`config.mk`:
```
export PLATFORM = sky130hd
export DESIGN_NAME = rcl_raa_mod
export DESIGN_NICKNAME = d
export VERILOG_FILES = /design/src/design/rcl_raa_mod.sv
export SDC_FILE = /design/constraint.sdc
export NUM_CORES = 1
export LEC_CHECK = 0
export BUFFER_PORTS_ARGS = -buffer_cell sky130_fd_sc_hd__buf_2
export CAP_MARGIN = 25
export CORE_ASPECT_RATIO = 0.7
export CORE_MARGIN = 10
export CORE_UTILIZATION = 55
export CTS_CLUSTER_SIZE = 16
export DETAILED_ROUTE_END_ITERATION = 7
export PLACE_DENSITY = 0.79
export SLEW_MARGIN = 20
export SYNTH_ARGS = -nofsm -noshare
export SYNTH_HDL_FRONTEND = slang
export SYNTH_SLANG_ARGS = --single-unit
```
`constraint.sdc`:
```
create_clock -name clk_i -period 2.5 [get_ports clk_i]
set_clock_uncertainty 0.1 [all_clocks]
set_input_delay 0.125 -clock clk_i [delete_from_list [all_inputs] [get_ports clk_i]]
set_output_delay 0.125 -clock clk_i [all_outputs]
set_load 0.05 [all_outputs]
```
`src/design/rcl_raa_mod.sv`:
```
module rcl_raa_mod #(
  parameter int unsigned DIVIDEND_W = 16,
  parameter int unsigned DIVISOR_W  = 5
) (
  input  logic                  clk_i,
  input  logic                  rst_ni,
  input  logic                  start_i,
  input  logic [DIVIDEND_W-1:0] dividend_i,
  input  logic [DIVISOR_W-1:0]  divisor_i,
  output logic                  done_o,
  output logic [DIVISOR_W-1:0]  rem_o
);

  localparam int unsigned CNT_W = $clog2(DIVIDEND_W + 1);

  logic                  run_q;
  logic                  done_q;
  logic [CNT_W-1:0]      cnt_q;
  logic [DIVIDEND_W-1:0] num_q;
  logic [DIVISOR_W-1:0]  den_q;
  logic [DIVISOR_W-1:0]  rem_q;
  logic [DIVISOR_W:0]    trial;
  logic [DIVISOR_W:0]    rem_d;

  // restoring remainder, one dividend bit per cycle, MSB first
  always_comb begin
    trial = {rem_q, num_q[DIVIDEND_W-1]};
    if (trial >= {1'b0, den_q}) begin
      rem_d = trial - {1'b0, den_q};
    end else begin
      rem_d = trial;
    end
  end

  always_ff @(posedge clk_i or negedge rst_ni) begin
    if (!rst_ni) begin
      run_q  <= 1'b0;
      done_q <= 1'b0;
      cnt_q  <= '0;
      num_q  <= '0;
      den_q  <= '0;
      rem_q  <= '0;
    end else begin
      done_q <= 1'b0;
      if (start_i) begin
        run_q <= 1'b1;
        cnt_q <= CNT_W'(DIVIDEND_W);
        num_q <= dividend_i;
        den_q <= divisor_i;
        rem_q <= '0;
      end else if (run_q) begin
        rem_q <= rem_d[DIVISOR_W-1:0];
        num_q <= num_q << 1;
        cnt_q <= cnt_q - 1'b1;
        if (cnt_q == CNT_W'(1)) begin
          run_q  <= 1'b0;
          done_q <= 1'b1;
        end
      end
    end
  end

  assign done_o = done_q;
  assign rem_o  = rem_q;

endmodule

```
**Yosys cells after proc, flatten, opt, wreduce, memory -nomap -nowiden**

Index checks and enable logic that the tools add are counted.
W data, S select, Z words.

- Register bits: 33
- Input port bits: 24
- Word-level logic and storage cells: 24

- Add/sub/neg operators: 2
- Multiplexer cells: 13
- Reductions and logical operators: 1
- Equal/unequal tests: 1
- $lt $le $gt $ge: 1

Operators with widths:

| operator | number |
|---|---|
| $mux W16 | 2 |
| $mux W5 | 5 |
| $ge A6 B5 Y1 | 1 |
| $mux W1 | 6 |
| $eq A5 B1 Y1 const B | 1 |
| $sub A5 B1 Y5 const B | 1 |
| $sub A5 B5 Y5 | 1 |
| $reduce_bool A2 Y1 | 1 |

**Depth between registers and ports, before layout**

- Depth in word-level cells: 4
- Gate-level depth with buffers: 7

**Least setup slack after synthesis**

Ideal clock, no wire load.

- Kind: flip-flop to flip-flop
- Start point: register rem_q[0] (netlist: rem_o[0])
- End point: register rem_q[1] (netlist: rem_o[1])
- Data required time: 2.304 ns
- Clock period less this slack: 2.080 ns
- Cell stages (with the launch flop): 6
- Setup slack: 0.420 ns
- Arrival: 1.884 ns
- Setup time: 0.096 ns
- Path through: dfrtp_1 > inv_1 > fa_1 > a21o_2 > a21o_1 > a311oi_2

- Longest elaborated chain between the ends: 4
- Elaborated cells between the ends (all ways): 5
- Those cells by class: add/sub: 1; order compare: 1; mux: 3

Ends and longest elaborated chain:

| item | line | RTL |
|---|---|---|
| start, declared | 21 | `logic [DIVISOR_W-1:0] rem_q;` |
| start signal, assigned | 52 | `rem_q <= rem_d[DIVISOR_W-1:0];` |
| $sub A5 B5 Y5 or $ge A6 B5 Y1 (tied branches) | 29, 28 |  |
| $mux W5 (*) | 28 | `if (trial >= {1'b0, den_q}) begin` |
| $mux W5 (*) | 51 | `end else if (run_q) begin` |
| $mux W5 (*) | 45 | `if (start_i) begin` |

Every way passes the cells marked *; elsewhere a longest branch is shown, timed or not. The select of a mux whose other input is x is not followed.
A chain may end at the register's enable or synchronous reset.

**Final worst setup path**

- Start point: register num_q[15]
- End point: register rem_q[2] (netlist: rem_o[2])

- Longest elaborated chain between the ends: 4
- Elaborated cells between the ends (all ways): 5
- Those cells by class: add/sub: 1; order compare: 1; mux: 3

Ends and longest elaborated chain:

| item | line | RTL |
|---|---|---|
| start, declared | 19 | `logic [DIVIDEND_W-1:0] num_q;` |
| start signal, assigned | 48 | `num_q <= dividend_i;` |
| start signal, assigned | 53 | `num_q <= num_q << 1;` |
| $sub A5 B5 Y5 or $ge A6 B5 Y1 (tied branches) | 29, 28 |  |
| $mux W5 (*) | 28 |  |
| $mux W5 (*) | 51 |  |
| $mux W5 (*) | 45 |  |

Marked as above.

==> results.cfg <==
[power]
leakage_nw = 1.11
comb_power_share_pct = 39.8
switching_share_pct = 38.4
clkPwrFrac_pct = 22.6
power_density_nw_per_um2 = 898
seq_power_share_pct = 37.6
p_switching_uw = 754
ir_worst_vdd_mv = 0.425
p_int_mw = 1.21

[layout]
final_area_um2 = 2190
final_nets = 252
synthToLayoutAreaGrowth_pct = 27.6
n_antenna_cell = 0
drive_above_1_share_pct = 19.9
mostFrequentLayoutCells = dfrtp_1, buf_2, o21ai_0
final_common_cell = dfrtp_1

[floorplanning]
num_rows = 16
dieHeight_um = 66.7
chipWidth_um = 86.7
core_area_um2 = 2880
initial_core_util_pct = 59.4
fp.dieArea_um2 = 5780
ios = 30

[setup_path]
r2r_end = rem_o[2]$_DFFE_PN0P_
crit_fanout = 4
r2r_start = num_q[15]$_DFFE_PN0P_
reg2reg_slack_ns = 0.49
cp_num_cells = 6
crit_slowest_cell = fa_1
crit_end = rem_o[2]$_DFFE_PN0P_
crit_start = num_q[15]$_DFFE_PN0P_
path_cells = inv_1 -> ha_1 -> fa_1 -> a21oi_1 -> o21ai_0 -> a311oi_1
required_ns = 2.59
worstPathArrival_ns = 2.10
rr_worst_depth = 6
crit_path_end_kind = flip-flop
path_class = reg -> reg
path_delay_family = compound AO/OA/AOI/OAI gates
cpPeakStageDelay_ns = 0.46
crit_buf_inv = 1
start_kind = flip-flop

[run]
cap_violations = 0

[clock_network]
cts_setup_buffers = 0
post_cts_resized = 0
h-tree-depth = 2
clockRootBuffer = clkbuf_8
cts_tree = done
clk_latency_ns = 0.29
cts_buffers = 5
cts.sinks = 33
cts_hold_buf = 22
path_clk_slew_ns = 0.07
clockBufferDepth = 2

[synthesis]
synth_top_area_cell = dfrtp_1
syn_inst = 170
syn_avg_cell_area_um2 = 10.1
synth.top_cell.area_share_pct = 48.2
synthDistinctLibCells = 31
ys_top_cells_by_area = dfrtp_1, mux2i_1, o21ai_0
netlist_area_um2 = 1710
seq_area_frac_synth_pct = 48.2
syn_nets = 202
ys_warn_count = 0
ys_ff_latch = 33

[placement]
port_buffers = 29
gp_congestion = 0.804
post-dp-hpwl_mm = 2.63
place_area_um2 = 1860

[global_routing]
antenna_found_initial = 0
grt_pass1_wl_mm = 6.45
grt_max_degree = 34
grt-ovfl-total = 0
grtUsageTotal_pct = 14.0
grt_pass1_vias = 1419

[routing]
vias = 1383
drc = 0
final_antenna_net_count = 0
wire_per_inst_um = 14.7
firstDrtPassIters = 4
routed_wl_mm = 3.77
vias_per_cell = 5.38
drtIter0Drc = 77

[timing]
finalCritPeriodShare_pct = 80.6
hold_viol = 0
fmax_mhz = 497
min_period_ns = 2.01
finalSetupTns_ns = 0
worstMarginPinSlew_ns = 0.731
drv_slew = 0
setup_viol = 0
grt_setup_unrepaired = false
slew_headroom_pct = 51.2

[hold_path]
hold_class = in -> reg

[outcome]
outcome = complete, no violations
how the worst min path moves through the flow:
stage,from,end,slack [ns],cells past startpoint
final,start_i,cnt_q[0]$_DFFE_PN0P_,0.16,2
after global placement,rst_ni,rem_o[3]$_DFFE_PN0P_,0.11,1
after detailed placement,rst_ni,den_q[3]$_DFFE_PN0P_,0.13,1
after global routing,start_i,cnt_q[0]$_DFFE_PN0P_,0.18,2
after floorplan,rst_ni,cnt_q[0]$_DFFE_PN0P_,-0.27,0
after CTS,start_i,cnt_q[0]$_DFFE_PN0P_,0.15,2
registers in the layout, indices dropped and copies added, names as in the netlist:
signal / flops
run_q: 1
num_q: 16
cnt_q: 5
done_o: 1
den_q: 5
rem_o: 5
synthesized netlist by cell type (all sizes together):
cell type  instances
a211oi             2
a21o               4
a21oi              3
a311oi             3
a41oi              2
and2               1
buf                6
clkbuf             4
dfrtp             33
fa                 1
ha                 7
inv                8
mux2               1
mux2i             15
nand2             24
nand2b             3
nand3              5
nor2               9
nor2b              2
nor3               1
nor3b              2
nor4b              1
o21ai             25
or4b               1
xnor2              6
xor2               1
area by class of cell:
type,count,area [um^2]
well taps,36,45.0
fillers,198,697
flip-flops and latches,33,826
clock buffers,7,96.3
clock inverters,1,5.00
multi-input cells,119,803
repair buffers,53,380
inverters,8,30.0
power groups by stage:
stage / Clock (mW) / Combinational [mW] / Sequential, mW
6_report: 0.444 / 0.782 / 0.738
5_1_grt: 0.471 / 0.860 / 0.751
4_1_cts: 0.455 / 0.778 / 0.738
3_5_place_dp: 0 / 0.746 / 0.749
3_3_place_gp: 0 / 0.710 / 0.739
2_1_floorplan: 0 / 0.504 / 0.836
per-layer routing:
layer  up-vias  wire length, um  track usage (%)
met4         0               88             7.86
met2        33             1770             21.6
met1       655             1730             16.7
li1        684                -                -
met3        11              173             4.86
met5         -                0                0
cells by family after synthesis:
family | count (synthesis) | synth area share [%]
AOI/OAI and AO/OA | 39 | 14.5
adders and majority gates | 8 | 6.28
DFF | 33 | 48.2
buffers and inverters | 18 | 4.89
muxes | 16 | 9.42
xor gates and xnor gates | 7 | 3.58
and+or+nand+nor | 49 | 13.1
metrics by stage:
stage / hold WS (ns) / power, mW / util, % / setup WS, ns / std cells
finish: 0.157 / 1.96 / 75.8 / 0.486 / 257
global route: 0.180 / 2.08 / 75.8 / 0.371 / 257
CTS: 0.151 / 1.97 / 75.8 / 0.509 / 257
detailed placement: 0.130 / 1.49 / 64.7 / 0.543 / 227
global placement: 0.115 / 1.45 / 64.7 / 0.650 / 227
floorplan: -0.271 / 1.34 / - / 0.420 / 170
No activity file was read; power rests on OpenSTA's default activity.
